<file path="src/hdl/fqkr_pkg.sv">
// ----------------------------------------------------------------------------
// Queue with keyed removal: shared package
// Sizes, request codes, store control bundle and the circular address helper
// used by the queue controller and its entry store.
// ----------------------------------------------------------------------------
package fqkr_pkg;

   // Queue geometry.
   localparam int QUEUE_DEPTH = 16;
   localparam int ID_W        = 32;
   localparam int ADDR_W      = $clog2(QUEUE_DEPTH);
   localparam int CNT_W       = $clog2(QUEUE_DEPTH + 1);
   localparam int SUM_W       = CNT_W + 1;

   // Request codes carried in the req_type field.
   localparam logic [1:0] REQ_PUSH   = 2'd0;
   localparam logic [1:0] REQ_POP    = 2'd1;
   localparam logic [1:0] REQ_REMOVE = 2'd2;

   // Control bundle from the sequencer to the entry store. Offsets are
   // positions counted from the head of the queue.
   typedef struct packed {
      logic              wr_en;
      logic [CNT_W-1:0]  wr_off;
      logic [ID_W-1:0]   wr_data;
      logic [CNT_W-1:0]  rd_off;
   } store_ctl_type;

   // Add a queue position to the head slot and wrap around the store.
   // The offset is always below QUEUE_DEPTH, so one subtract suffices.
   function automatic logic [ADDR_W-1:0] addr_add(input logic [ADDR_W-1:0] base,
                                                  input logic [CNT_W-1:0]  off);
      logic [SUM_W-1:0] sum;
      sum = SUM_W'(base) + SUM_W'(off);
      if (sum >= SUM_W'(QUEUE_DEPTH)) begin
         sum = sum - SUM_W'(QUEUE_DEPTH);
      end
      return sum[ADDR_W-1:0];
   endfunction

endpackage

</file>
<file path="src/hdl/fqkr_store.sv">
// ----------------------------------------------------------------------------
// Queue with keyed removal: entry store
// Circular entry memory with one write port and one registered read port,
// both addressed by position relative to the current head slot.
// ----------------------------------------------------------------------------
module fqkr_store (
   input  logic                          clock,
   input  logic [fqkr_pkg::ADDR_W-1:0]   head,
   input  fqkr_pkg::store_ctl_type       ctl,
   output logic [fqkr_pkg::ID_W-1:0]     rd_data
);
   import fqkr_pkg::*;

   logic [ID_W-1:0]   mem [QUEUE_DEPTH];
   logic [ID_W-1:0]   rd_data_ff;
   logic [ADDR_W-1:0] wr_addr;
   logic [ADDR_W-1:0] rd_addr;

   // Translate queue positions into physical slots.
   assign wr_addr = addr_add(head, ctl.wr_off);
   assign rd_addr = addr_add(head, ctl.rd_off);

   // Write port.
   always_ff @(posedge clock) begin
      if (ctl.wr_en) begin
         mem[wr_addr] <= ctl.wr_data;
      end
   end

   // Registered read port.
   always_ff @(posedge clock) begin
      rd_data_ff <= mem[rd_addr];
   end

   assign rd_data = rd_data_ff;

endmodule

</file>
<file path="src/hdl/fifo_queue_with_keyed_removal.sv">
// ----------------------------------------------------------------------------
// Queue with keyed removal: top level
// First-in first-out queue of 32-bit identifiers with push, pop and removal
// of the oldest entry that matches a given identifier.
// ----------------------------------------------------------------------------
// The queue holds up to 16 signed 32-bit identifiers. Each request pushes at
// the tail, pops the head, or removes the oldest entry equal to req_entry_id,
// and produces exactly one response with the new head (-1 when empty), an
// empty flag, a removed flag and an overflow flag for a push to a full queue.
// The block works on one request at a time and holds req_stall high while
// busy. All work goes through one entry memory with one write port and one
// registered read port, driven by a small sequencer: every request ends with
// a head read and the response; a removal first reads and compares entries
// from the head in turn and, on a hit, moves each younger entry down one
// position to close the gap. A waiting response does not block acceptance
// of the next request, but that request's response waits until the previous
// one is taken.
module fifo_queue_with_keyed_removal (
   input  logic                               clock,
   input  logic                               reset,
   input  logic                               req_valid,
   output logic                               req_stall,
   input  logic [1:0]                         req_type,
   input  logic signed [fqkr_pkg::ID_W-1:0]   req_entry_id,
   output logic                               rsp_valid,
   input  logic                               rsp_stall,
   output logic signed [fqkr_pkg::ID_W-1:0]   rsp_front_id,
   output logic                               rsp_is_empty,
   output logic                               rsp_removed,
   output logic                               rsp_overflow
);
   import fqkr_pkg::*;

   typedef enum logic [6:0] {
      ST_IDLE     = 7'b0000001,
      ST_SCAN_RD  = 7'b0000010,
      ST_SCAN_CMP = 7'b0000100,
      ST_SHIFT_RD = 7'b0001000,
      ST_SHIFT_WR = 7'b0010000,
      ST_HEAD_RD  = 7'b0100000,
      ST_RESP     = 7'b1000000
   } state_type;

   state_type         state_ff, state_in;
   logic [ADDR_W-1:0] head_ff, head_in;
   logic [CNT_W-1:0]  count_ff, count_in;
   logic [CNT_W-1:0]  idx_ff, idx_in;
   logic [ID_W-1:0]   key_ff, key_in;
   logic              removed_ff, removed_in;
   logic              overflow_ff, overflow_in;
   logic              rsp_valid_ff, rsp_valid_in;
   logic [ID_W-1:0]   rsp_front_ff, rsp_front_in;
   logic              rsp_empty_ff, rsp_empty_in;
   logic              rsp_removed_ff, rsp_removed_in;
   logic              rsp_overflow_ff, rsp_overflow_in;

   store_ctl_type     ctl;
   logic [ID_W-1:0]   rd_data;
   logic              accept;
   logic              more_scan;
   logic              more_shift;

   // Entry memory.
   fqkr_store u_store (
      .clock   (clock),
      .head    (head_ff),
      .ctl     (ctl),
      .rd_data (rd_data)
   );

   assign req_stall = (state_ff != ST_IDLE);
   assign accept    = req_valid && !req_stall;

   // Whether another entry follows the current scan or shift position.
   assign more_scan  = (SUM_W'(idx_ff) + SUM_W'(1)) < SUM_W'(count_ff);
   assign more_shift = (SUM_W'(idx_ff) + SUM_W'(2)) < SUM_W'(count_ff);

   // Sequencer.
   always_comb begin
      state_in        = state_ff;
      head_in         = head_ff;
      count_in        = count_ff;
      idx_in          = idx_ff;
      key_in          = key_ff;
      removed_in      = removed_ff;
      overflow_in     = overflow_ff;
      rsp_valid_in    = rsp_valid_ff && rsp_stall;
      rsp_front_in    = rsp_front_ff;
      rsp_empty_in    = rsp_empty_ff;
      rsp_removed_in  = rsp_removed_ff;
      rsp_overflow_in = rsp_overflow_ff;
      ctl.wr_en       = 1'b0;
      ctl.wr_off      = idx_ff;
      ctl.wr_data     = rd_data;
      ctl.rd_off      = '0;

      unique case (state_ff)
         ST_IDLE: begin
            if (accept) begin
               key_in      = req_entry_id;
               removed_in  = 1'b0;
               overflow_in = 1'b0;
               idx_in      = '0;
               state_in    = ST_HEAD_RD;
               unique case (req_type)
                  REQ_PUSH: begin
                     if (count_ff == CNT_W'(QUEUE_DEPTH)) begin
                        overflow_in = 1'b1;
                     end else begin
                        ctl.wr_en   = 1'b1;
                        ctl.wr_off  = count_ff;
                        ctl.wr_data = req_entry_id;
                        count_in    = count_ff + CNT_W'(1);
                     end
                  end
                  REQ_POP: begin
                     if (count_ff != '0) begin
                        head_in  = addr_add(head_ff, CNT_W'(1));
                        count_in = count_ff - CNT_W'(1);
                     end
                  end
                  REQ_REMOVE: begin
                     if (count_ff != '0) begin
                        state_in = ST_SCAN_RD;
                     end
                  end
                  default: begin
                     state_in = ST_HEAD_RD;
                  end
               endcase
            end
         end
         ST_SCAN_RD: begin
            ctl.rd_off = idx_ff;
            state_in   = ST_SCAN_CMP;
         end
         ST_SCAN_CMP: begin
            // Compare the entry just read; on a hit close the gap behind it.
            if (rd_data == key_ff) begin
               removed_in = 1'b1;
               if (more_scan) begin
                  state_in = ST_SHIFT_RD;
               end else begin
                  count_in = count_ff - CNT_W'(1);
                  state_in = ST_HEAD_RD;
               end
            end else if (more_scan) begin
               idx_in   = idx_ff + CNT_W'(1);
               state_in = ST_SCAN_RD;
            end else begin
               state_in = ST_HEAD_RD;
            end
         end
         ST_SHIFT_RD: begin
            ctl.rd_off = idx_ff + CNT_W'(1);
            state_in   = ST_SHIFT_WR;
         end
         ST_SHIFT_WR: begin
            // Move the younger entry down by one position.
            ctl.wr_en   = 1'b1;
            ctl.wr_off  = idx_ff;
            ctl.wr_data = rd_data;
            if (more_shift) begin
               idx_in   = idx_ff + CNT_W'(1);
               state_in = ST_SHIFT_RD;
            end else begin
               count_in = count_ff - CNT_W'(1);
               state_in = ST_HEAD_RD;
            end
         end
         ST_HEAD_RD: begin
            ctl.rd_off = '0;
            state_in   = ST_RESP;
         end
         ST_RESP: begin
            // Load the response once the output register is free.
            if (!rsp_valid_ff || !rsp_stall) begin
               rsp_valid_in    = 1'b1;
               rsp_front_in    = (count_ff != '0) ? rd_data : {ID_W{1'b1}};
               rsp_empty_in    = (count_ff == '0);
               rsp_removed_in  = removed_ff;
               rsp_overflow_in = overflow_ff;
               state_in        = ST_IDLE;
            end
         end
         default: begin
            state_in = ST_IDLE;
         end
      endcase
   end

   // Control registers.
   always_ff @(posedge clock) begin
      if (reset) begin
         state_ff     <= ST_IDLE;
         head_ff      <= '0;
         count_ff     <= '0;
         rsp_valid_ff <= 1'b0;
      end else begin
         state_ff     <= state_in;
         head_ff      <= head_in;
         count_ff     <= count_in;
         rsp_valid_ff <= rsp_valid_in;
      end
   end

   // Working and response payload registers.
   always_ff @(posedge clock) begin
      idx_ff          <= idx_in;
      key_ff          <= key_in;
      removed_ff      <= removed_in;
      overflow_ff     <= overflow_in;
      rsp_front_ff    <= rsp_front_in;
      rsp_empty_ff    <= rsp_empty_in;
      rsp_removed_ff  <= rsp_removed_in;
      rsp_overflow_ff <= rsp_overflow_in;
   end

   assign rsp_valid    = rsp_valid_ff;
   assign rsp_front_id = rsp_front_ff;
   assign rsp_is_empty = rsp_empty_ff;
   assign rsp_removed  = rsp_removed_ff;
   assign rsp_overflow = rsp_overflow_ff;

`ifndef NO_ASSERTIONS
   // The entry count never goes beyond the store depth.
   a_count_bound: assert property (@(posedge clock) disable iff (reset)
      count_ff <= CNT_W'(QUEUE_DEPTH))
      else $error("entry count exceeds queue depth");

   // A dropped push means the queue was full, and no removal happened.
   a_overflow_full: assert property (@(posedge clock) disable iff (reset)
      rsp_valid_ff && rsp_overflow_ff |-> !rsp_empty_ff && !rsp_removed_ff)
      else $error("overflow reported with empty queue or removal");

   // An empty queue reports -1 as its head.
   a_empty_front: assert property (@(posedge clock) disable iff (reset)
      rsp_valid_ff && rsp_empty_ff |-> rsp_front_ff == {ID_W{1'b1}})
      else $error("empty queue reports a head other than -1");

   // An accepted request always starts the sequencer.
   a_accept_busy: assert property (@(posedge clock) disable iff (reset)
      accept |=> state_ff != ST_IDLE)
      else $error("sequencer stayed idle after a request");
`endif

endmodule
</file>
<file path="config.mk">
export PLATFORM = sky130hd
export DESIGN_NAME = fifo_queue_with_keyed_removal
export DESIGN_NICKNAME = d
export VERILOG_FILES = /design/src/hdl/fqkr_pkg.sv /design/src/hdl/fqkr_store.sv /design/src/hdl/fifo_queue_with_keyed_removal.sv
export SDC_FILE = /design/constraint.sdc
export NUM_CORES = 1
export LEC_CHECK = 0
export BUFFER_PORTS_ARGS = -buffer_cell sky130_fd_sc_hd__buf_4
export CORE_MARGIN = 3
export CORE_UTILIZATION = 56
export DETAILED_ROUTE_END_ITERATION = 7
export HOLD_SLACK_MARGIN = 0.08
export PLACE_DENSITY = 0.76
export SLEW_MARGIN = 20
export SYNTH_ARGS = -nofsm -noshare
export SYNTH_HDL_FRONTEND = slang
export SYNTH_SLANG_ARGS = --single-unit
</file>
<file path="constraint.sdc">
create_clock -name clock -period 5.1 [get_ports clock]
set_clock_uncertainty 0.2 [all_clocks]
set_input_delay 1.02 -clock clock [delete_from_list [all_inputs] [get_ports clock]]
set_output_delay 1.02 -clock clock [all_outputs]
set_load 0.05 [all_outputs]
</file>
# Yosys cells after proc, flatten, opt, wreduce, memory -nomap -nowiden
# Memory sizes are Yosys's and may differ from the RTL's. A register that Yosys moved wholly into a read port is not among the register bits.
# Index checks and enable logic that the tools add are counted.
# Widths: inputs -> output; s select.
# classes
add_sub_neg,11
order_cmp,5
n_eq_ne,23
n_mux,38
n_reduce_logical,18
# ops
operator,n
$mux 38,3
$pmux 38 s2,1
$mux 5,10
$pmux 7 s7,1
$eq 32x32->1,1
$mux 6,5
$pmux 5 s3,2
$mux 7,3
$pmux 5 s2,2
$ne 2x2->1 const B,8
$add 4x5->6,2
$ge 6x5->1 const B,2
$lt 6x5->1,2
$mux 4,3
$sub 4x1->4 const B,3
$add 5x1->5 const B,2
$reduce_and 8->1,1
$eq 7x1->1 const B,1
$eq 7x2->1 const B,1
$eq 7x3->1 const B,1
$eq 7x4->1 const B,1
$eq 7x5->1 const B,1
$eq 7x6->1 const B,1
$eq 7x7->1 const B,1
25 further kinds,37
# totals
regBits,91
mem_bits_rw,512
in_bits,38
output_inout_bits,37
memories,1
# mem_list
memory,depth,word_bits,read_ports,rd_ports_with_merged_regs,wr,line,source
u_store.mem,16,32,1,1,1,fqkr_store.sv:14,logic [ID_W-1:0] mem [QUEUE_DEPTH];

# Depth between registers and ports, before layout
# logic_depth
depth_word,8
mapped_depth,14
mapped_depth_nobuf,13

# By module
# From an unflattened synthesis, not the netlist that was laid out.
# hier_totals
cells_unflattened,1350
area_unflattened_um2,25431.9
# modules_own_cells
mod,instances,cells_each,area_per_inst_um2,seq_area_each_um2
fqkr_store,1,967,20748.6,16015.4
fifo_queue_with_keyed_removal,1,383,4683.2,2562.5

# Least setup slack after synthesis
# OpenSTA, ideal clock, no wires.
# synth_timing
path_kind,input-to-reg
from,input req_type[1]
to,"memory u_store.mem[6][0], enable pin"
setup_time_ns,0.421
arrival_time_ns,4.308
required_ns,4.479
slack_ns,0.171
path_stages,11
n_path_buf,1
cell_sequence,nor3b_1 > nand4_1 > clkbuf_1 > a21o_1 > ha_1 > a21o_1 > a21oi_1 > xnor2_1 > xor2_1 > nand2_1 > nor2_1
# synth_via
elab_chain_len,7
# synth_rtl
element,line,source
start: declaration,fifo_queue_with_keyed_removal.sv:23,"input logic [1:0] req_type,"
$logic_not 2->1 *,fifo_queue_with_keyed_removal.sv:105,unique case (req_type)
$mux 38 *,fifo_queue_with_keyed_removal.sv:105,
$mux 38 *,fifo_queue_with_keyed_removal.sv:99,if (accept) begin
$pmux 38 s2 *,fifo_queue_with_keyed_removal.sv:97,unique case (state_ff)
$add 4x5->6,fqkr_pkg.sv:34,sum = SUM_W'(base) + SUM_W'(off);
$ge 6x5->1 or $sub 4x1->4 (tied branches),"fqkr_pkg.sv:35, fqkr_pkg.sv:36",
$mux 4,fqkr_pkg.sv:35,if (sum >= SUM_W'(QUEUE_DEPTH)) begin
end: declaration,fqkr_store.sv:14,
# Every way passes the cells marked *; elsewhere a longest branch is shown, timed or not.

# Worst setup path in the final report
# layout_timing
from,register state_ff[6]
to,register u_store.rd_data_ff[17] (netlist: u_store.rd_data[17]) (read register of u_store.mem)
# layout_via
elab_chain_len,5
# layout_rtl
element,line,source
start: declaration,fifo_queue_with_keyed_removal.sv:44,"state_type state_ff, state_in;"
start signal: assignment,fifo_queue_with_keyed_removal.sv:200,state_ff <= state_in;
$eq 7x4->1 or $eq 7x2->1 (tied branches),fifo_queue_with_keyed_removal.sv:97,
$pmux 5 s2 *,fifo_queue_with_keyed_removal.sv:97,
$add 4x5->6 *,fqkr_pkg.sv:34,
$ge 6x5->1 or $sub 4x1->4 (tied branches),"fqkr_pkg.sv:35, fqkr_pkg.sv:36",
$mux 4 *,fqkr_pkg.sv:35,
end: declaration,fqkr_store.sv:15,logic [ID_W-1:0] rd_data_ff;
# Marked as above.
# A chain may end at the register's enable or synchronous reset.

==> flow_summary.json <==
{
  "tightest_slew_ns": 1.14,
  "dp_cells": 1817,
  "final.min_clock_period_ns": 4.40,
  "synth_top_area_share": 0.710,
  "path_cells": "nor4_4 > nand3_1 > o21ai_0 > ha_4 > inv_1 > fa_4 > buf_4 > mux4_2 > mux4_2",
  "cp.arrival_ns": 4.68,
  "end_kind": "flip-flop",
  "hold_class": "flip-flop to flip-flop",
  "synth_area_mm2": 0.0248,
  "fmax_ghz": 0.227,
  "seqPwrFrac": 0.525,
  "power.leakage_uw": 0.00916,
  "switching_share": 0.229,
  "synth_edf_count": 586,
  "relSlewSlack": 0.238,
  "rsz0062_at_grt": "false",
  "drt_first_iter_violations": 1518,
  "first_global_vias": 12552,
  "seq_area_frac_synth": 0.750,
  "slowest_stage": "fa_4",
  "wl_per_cell_um": 28.4,
  "grt_pass1_wl_um": 82000,
  "syn_nets": 1230,
  "layout.cells.non_filler": 1930,
  "cts.sinks": 635,
  "route.detailed.drc": 0,
  "critPathMaxStageDelay_ns": 1.06,
  "wirelength_um": 54800,
  "post-dp-hpwl_um": 31500,
  "internal_power_uw": 8890,
  "gp_congestion": 0.831,
  "dr.pass1.iters": 5,
  "crit_required_ns": 5.38,
  "antenna_found_initial": 2,
  "syn-instance-count": 1170,
  "setup_tns_ns": 0,
  "crit_fanout": 19,
  "grt_max_degree": 56,
  "r2r_start": "state_ff[6]",
  "vias": 12224,
  "ys_warn_count": 0,
  "clk_pin_slew_ns": 0.06,
  "min-delay-start": "overflow_ff",
  "port_buffers": 74,
  "syn2layout_area_growth_pct": 14.8,
  "io-pin-count": 75,
  "cts_resized": 0,
  "clkPwrFrac": 0.388,
  "cts_setup_buffers": 0,
  "rows": 76,
  "ys_ff_latch": 635,
  "numCtsBuffers": 60,
  "synth_area_leaders": "edfxtp_1, mux4_2, dfxtp_1",
  "maxCapViolations": 0,
  "grt-ovfl-total": 0,
  "async_flop_share": 0,
  "viasPerCell": 6.33,
  "cts_tree": "yes",
  "fin_crit_sh": 0.863,
  "die-area_mm2": 0.0468,
  "layout_commonest_cell": "edfxtp_1",
  "clock_tree.root_cell": "clkbuf_16",
  "switchingPower_uw": 2640,
  "fp.dieW_um": 216,
  "synth.distinct_cells": 56,
  "hold_viol": 0,
  "hold_buffers": 0,
  "crit_top_cell": "mux4_2",
  "yosys_most_used_dff": "edfxtp_1",
  "die_h_um": 216,
  "grtUsageTotal": 0.241,
  "power_frac_comb": 0.087,
  "drive_gt1_frac": 0.336,
  "ant_nets": 0,
  "crit_buf_inv": 2,
  "clk_latency_ns": 0.61,
  "outcome": "completed",
  "avgSynthCellArea_um2": 21.2,
  "p_per_area_mw_per_mm2": 405,
  "start_util": 0.572,
  "cts_buffer_depth": 3,
  "start_kind": "flip-flop",
  "core_mm2": 0.0434,
  "power_uw": 11500,
  "drv_slew": 0,
  "htree_num_levels": 2,
  "startpoint": "state_ff[6]",
  "path_class": "flip-flop to flip-flop",
  "max-vdd-ir-drop_mv": 0.296,
  "final_cell_mix": "edfxtp_1, mux4_2, buf_4",
  "yosysTopAreaCell": "edfxtp_1",
  "setup_viol": 0,
  "cp_top_family": "adder cells",
  "nNetsFinal": 1354
}
power by group through the flow:
stage | clock network [µW] | logic (µW) | registers (µW)
3_3_place_gp | 0 | 963 | 6140
2_1_floorplan | 0 | 622 | 6120
5_1_grt | 4750 | 1090 | 6060
6_report | 4480 | 1000 | 6050
4_1_cts | 4530 | 1000 | 6050
3_5_place_dp | 0 | 991 | 6160
registers in the layout, indices dropped and copies added, names as in the netlist:
name	flops
u_store.mem	512
key_ff	32
rsp_front_id	32
u_store.rd_data	32
state_ff	7
count_ff	5
idx_ff	5
head_ff	4
overflow_ff	1
removed_ff	1
rsp_is_empty	1
rsp_overflow	1
rsp_removed	1
rsp_valid	1
final timing paths:
check	end	slack (ns)	depth (start not counted)
setup reg to reg	u_store.rd_data[17]	0.70	9
hold reg to reg	rsp_overflow	0.23	0
hold / removal	rsp_overflow	0.23	0
setup / recovery	u_store.rd_data[17]	0.70	9
synth_stat cells, types with 11 or more instances:
master	number
nor2_1	38
mux2_2	32
clkbuf_1	35
inv_1	20
xor2_1	42
or2_2	32
ha_1	20
nand2_1	20
a21oi_1	11
edfxtp_1	586
mux4_2	160
dfxtp_1	49
routing by layer:
layer  track usage  wire length (µm)
met1         0.352             22100
met4        0.0915              1900
met3        0.0679              5710
met5             0                17
met2         0.352             25100
metrics by stage:
stage / setup WS (ns) / hold WS [ns] / area [µm²] / utilization
after floorplan: 0.171 / 0.200 / 24800 / -
after global placement: 0.649 / 0.205 / 26500 / 0.610
after detailed placement: 0.597 / 0.216 / 26500 / 0.610
after CTS: 0.711 / 0.231 / 28400 / 0.656
after global routing: 0.540 / 0.255 / 28400 / 0.656
final: 0.699 / 0.228 / 28400 / 0.656
cell type report:
cell class / instances / area [µm²]
multi-input cells: 468 / 6130
flip-flops and latches: 635 / 18600
repair buffers: 109 / 956
clock inverters: 37 / 388
fillers: 2809 / 14900
inverters: 20 / 75.1
clock buffers: 75 / 1590
well taps: 585 / 732
diodes: 1 / 2.50
cell families (layout without fill, tap and decap cells):
kind of cell | Yosys count | after routing | share of synthesized area
flip-flops | 635 | 635 | 0.750
buffers and inverters | 67 | 241 | 0.0106
multiplexers | 195 | 195 | 0.161
XOR/XNOR | 53 | 53 | 0.0190
AND/OR/NAND/NOR | 149 | 149 | 0.0343
other | 0 | 1 | 0
adder cells (fa/ha/maj) | 22 | 22 | 0.0117
AO/OA/AOI/OAI | 49 | 49 | 0.0137
(Power assumes the default switching activity.)
